`src/rtl/lsbr_pkg.sv`:
```
package lsbr_pkg;

	// field widths
	localparam int LBA_W   = 20;
	localparam int LEN_W   = 12;
	localparam int SECT_W  = 48;
	localparam int BIU_W   = 13;
	localparam int PADDR_W = 3;
	localparam int PDATA_W = 32;

	// block geometry
	localparam int SPB       = 8;
	localparam int SPB_SHIFT = 3;
	localparam int MAX_REQ   = 2048;
	localparam int NBLK_W    = $clog2(MAX_REQ / SPB + 1);
	// block index reach: first block of the request plus the request span
	localparam int BIDX_W    = LBA_W - SPB_SHIFT + 1;

	localparam logic [BIU_W-1:0] BIU_RESET = BIU_W'(4096);

	// map entry: valid bit over the physical sector
	localparam int ENTRY_W = SECT_W + 1;

	// command codes
	localparam logic [1:0] CMD_WRITE = 2'd0;
	localparam logic [1:0] CMD_READ  = 2'd1;

	// result status codes
	localparam logic [1:0] ST_WRITE = 2'd0;
	localparam logic [1:0] ST_REMAP = 2'd1;
	localparam logic [1:0] ST_ZERO  = 2'd2;
	localparam logic [1:0] ST_PASS  = 2'd3;

	// register word index
	localparam logic REG_BLOCKS_IN_USE = 1'b0;

	typedef enum logic [2:0] {
		S_CLEAR,
		S_IDLE,
		S_WMAP,
		S_RLOOK,
		S_EMIT
	} state_t;

	// controller to datapath
	typedef struct packed {
		logic accept;
		logic clear_step;
		logic map_step;
		logic look_done;
		logic emit;
	} ctl_cmd_t;

	// datapath to controller
	typedef struct packed {
		logic in_write;
		logic in_lookup;
		logic map_more;
		logic clear_last;
		logic out_free;
	} dp_stat_t;

endpackage

```
`src/rtl/lsbr_ctrl.sv`:
```
module lsbr_ctrl import lsbr_pkg::*; (
	input  logic     clk,
	input  logic     arst_n,
	input  logic     in_valid,
	output logic     in_ready,
	input  dp_stat_t stat,
	output ctl_cmd_t cmd
);

	state_t state_q, state_d;

	always_ff @(posedge clk or negedge arst_n) begin
		if (!arst_n) begin
			state_q <= S_CLEAR;
		end else begin
			state_q <= state_d;
		end
	end

	// next state
	always_comb begin
		state_d = state_q;
		unique case (state_q)
			S_CLEAR: begin
				if (stat.clear_last) state_d = S_IDLE;
			end
			S_IDLE: begin
				if (in_valid) begin
					if (stat.in_write) state_d = S_WMAP;
					else if (stat.in_lookup) state_d = S_RLOOK;
					else state_d = S_EMIT;
				end
			end
			S_WMAP: begin
				if (!stat.map_more) state_d = S_EMIT;
			end
			S_RLOOK: begin
				state_d = S_EMIT;
			end
			S_EMIT: begin
				if (stat.out_free) state_d = S_IDLE;
			end
			default: state_d = S_CLEAR;
		endcase
	end

	// outputs
	always_comb begin
		cmd      = '0;
		in_ready = 1'b0;
		unique case (state_q)
			S_CLEAR: cmd.clear_step = 1'b1;
			S_IDLE: begin
				in_ready   = 1'b1;
				cmd.accept = in_valid;
			end
			S_WMAP:  cmd.map_step  = stat.map_more;
			S_RLOOK: cmd.look_done = 1'b1;
			S_EMIT:  cmd.emit      = stat.out_free;
			default: cmd = '0;
		endcase
	end

`ifndef NO_ASSERTIONS
	a_clear_exit: assert property (@(posedge clk) disable iff (!arst_n)
		(state_q == S_CLEAR && stat.clear_last) |=> state_q == S_IDLE)
		else $error("clearing pass did not hand over to idle");
	a_accept_busy: assert property (@(posedge clk) disable iff (!arst_n)
		cmd.accept |=> !in_ready)
		else $error("new word taken before the previous one finished");
`endif

endmodule

```
`config.mk`:
```
export PLATFORM = sky130hd
export DESIGN_NAME = lsbr_ctrl
export DESIGN_NICKNAME = d
export VERILOG_FILES = /design/src/rtl/lsbr_pkg.sv /design/src/rtl/lsbr_ctrl.sv
export SDC_FILE = /design/constraint.sdc
export NUM_CORES = 1
export LEC_CHECK = 0
export CAP_MARGIN = 20
export CELL_PAD_IN_SITES_DETAIL_PLACEMENT = 0
export CELL_PAD_IN_SITES_GLOBAL_PLACEMENT = 1
export CORE_AREA = 2 2 39 41
export CTS_CLUSTER_SIZE = 40
export DETAILED_ROUTE_END_ITERATION = 8
export DIE_AREA = 0 0 41 43
export DONT_BUFFER_PORTS = 1
export GPL_ROUTABILITY_DRIVEN = 0
export PLACE_DENSITY_LB_ADDON = 0.1
export SLEW_MARGIN = 20
export SYNTH_ARGS = -nofsm -noshare
export SYNTH_HDL_FRONTEND = slang
export SYNTH_SLANG_ARGS = --single-unit
```
`constraint.sdc`:
```
create_clock -name clk -period 1.2 [get_ports clk]
set_input_delay 0.06 -clock clk [delete_from_list [all_inputs] [get_ports clk]]
set_output_delay 0.06 -clock clk [all_outputs]
set_load 0.005 [all_outputs]
```
==> run metrics <==
Die Y 43 µm; flop2flop setup slack 0.13 ns; Vias 214; RR Endpoint state_q[1]; row cnt 14; CP Launch Type flop; Die Footprint 1760 µm²; Setup WS post-layout 0.0296 ns; largest registers state_q x3; final hold slack 0.00633 ns; largest net degree at the start of global routing 8; worst-path maximum fanout 5; Slew headroom 83.2%; GRT busiest layer met2; worst min path class input port to flop; reg2reg path depth 3; Max clock buf depth 2; number of synthesized register bits 3; max reg flops 3; first-pass GRT wire length 1050 µm; clk_lat worst skew 0.23 ns; grt ovf 0; number of I/O port buffers 0; Leak Pwr 0.152 nW; routed wire length 575 µm; Syn Area/Cell 8.11 µm²; Max Freq 0.854 GHz; met1 usage 12.0%; worst slack at placement 0.0911 ns; Final Power 0.824 mW; sequential element share of the synthesized area 37.0%; final hold vios 0; Detailed Place HPWL 458 µm; Distinct cells, synth 15; DIE WIDTH 41 µm; Hold Path End state_q[1]; synth warn 0; cells after synthesis 25; pwr dens 2410 nW/µm²; status complete, no violations; met2 usage 12.5%; # clock sinks 3; Overall Global Routing Usage 8.96%; Ant. Diodes 0; CTS tree yes; Synth-to-Final Area Change 68.5%; Reg clk slew, reported paths 0.04 ns; Worst-Margin Slew 0.251 ns; final worst path period share 97.5%; max-cap violation count 0; io pins 14; WL per Instance 10.8 µm; Biggest register state_q; syn nets 33; Post-Route Skew 0.00326 ns; share of layout cells above drive strength 1 45.9%; Inserted Clock Buffers 3; Hold Path Origin in_valid; initial antenna violation count 0; worst endpoint data arrival time 1.11 ns; RSZ-0062 raised after global routing true; drt pass-1 iters 1; worst r2r src state_q[2]; Post-DP Area 230 µm²; CTS Root Cell clkbuf_4; crit path time final 1.17 ns; Via density 4.04; critical path class flop to output port; met3 GRT Util 3.14%; final setup fails 0; VDD IR max 0.429 mV; via count of the first global-routing pass 210; Core ar. 1380 µm²; Initial Utilization 14.6%; mapped cell area 203 µm²; nets@finish 46; initial drt markers 0; Hold Crit Depth 2; Routed Antenna Nets 0; CP Capture Type output port; DRC violations left 0; design area 342 µm²; H-tree depth 1; Max Slew Vio Count 0; CP required 1.14 ns
[worst max-delay path, stage by stage, from the launching register on]
cell	delay, ns
dfrtp_2	0.43
nor3b_4	0.29
nand2_2	0.10
inv_2	0.06
[logic make-up (layout without fill, tap and decap cells)]
group                  Yosys count  count (layout)  synth area share, %
AO/OA/AOI/OAI                    5               5                 16.7
buffers and inverters            3              15                 5.56
AND/OR/NAND/NOR                 14              14                 40.7
flip-flops                       3               3                 37.0
[synth_stat cells]
cell type | number | area share [%]
nor2_1 | 4 | 7.4
dfrtp_1 | 3 | 37
inv_1 | 3 | 5.6
nand2_1 | 2 | 3.7
nor2b_1 | 2 | 6.2
o21bai_1 | 2 | 7.4
a21oi_1 | 1 | 2.5
and3_1 | 1 | 3.1
nand2_2 | 1 | 3.1
nand2b_1 | 1 | 3.1
nand3_1 | 1 | 2.5
nor3_1 | 1 | 2.5
nor3b_4 | 1 | 9.3
o21ai_0 | 1 | 2.5
o221ai_1 | 1 | 4.3
[timing repair]
item / 4_1_cts / 5_1_grt
pin swaps: 2 / 2
resized for setup: 5 / 4
hold endpoints to repair: 4 / 0
endpoints found under the setup margin: 2 / 2
hold buffers: 3 / 0
buffers inserted: 1 / 3
[final cells by class]
type	count	area [µm²]
fill	162	1040
clock buffer	4	26.3
sequential	3	78.8
multi-input combinational	19	134
tap	16	20.0
inverter	3	11.3
timing repair buffer	8	71.3
[how the worst max path moves through the flow]
stage / startpoint / end / slack (ns) / cells after the start
after floorplan: state_q[2] / state_q[1] / 0.24 / 3
after global placement: state_q[2] / state_q[1] / 0.09 / 3
after detailed placement: state_q[0] / state_q[1] / 0.09 / 3
after CTS: state_q[1] / cmd[4] / 0.0002 / 3
after global routing: state_q[2] / cmd[4] / -0.05 / 3
final: state_q[2] / cmd[4] / 0.03 / 3
[cells in the final DEF, fill, tap and decap left out, types with 2 or more instances in the layout]
| cell | Yosys | layout |
|---|---|---|
| dfrtp_2 | 0 | 3 |
| nand2_1 | 2 | 2 |
| dlygate4sd3_1 | 0 | 3 |
| inv_1 | 3 | 2 |
| clkbuf_4 | 0 | 3 |
| o21bai_1 | 2 | 2 |
| nor2_1 | 4 | 4 |
| buf_4 | 0 | 4 |
[per-stage QoR]
stage	util, %	cells	setup TNS [ns]
finish	24.7	53	0
global route	24.7	53	-0.0556
CTS	22.2	50	0
detailed placement	16.6	42	0
global placement	16.6	42	0
floorplan	-	25	0
[power by group]
| part | switching, mW | internal, mW | leakage (nW) |
|---|---|---|---|
| clock | 0.0493 | 0.124 | 0.0150 |
| combinational | 0.173 | 0.238 | 0.103 |
| sequential | 0.0817 | 0.158 | 0.0345 |
[per-layer routing]
layer	share of wire, %	vias to the layer above
li1	-	110
met1	37	99
met2	56	5
met3	7.1	0
met4	0	0
met5	0	-
No activity file was read; power rests on OpenSTA's default activity.
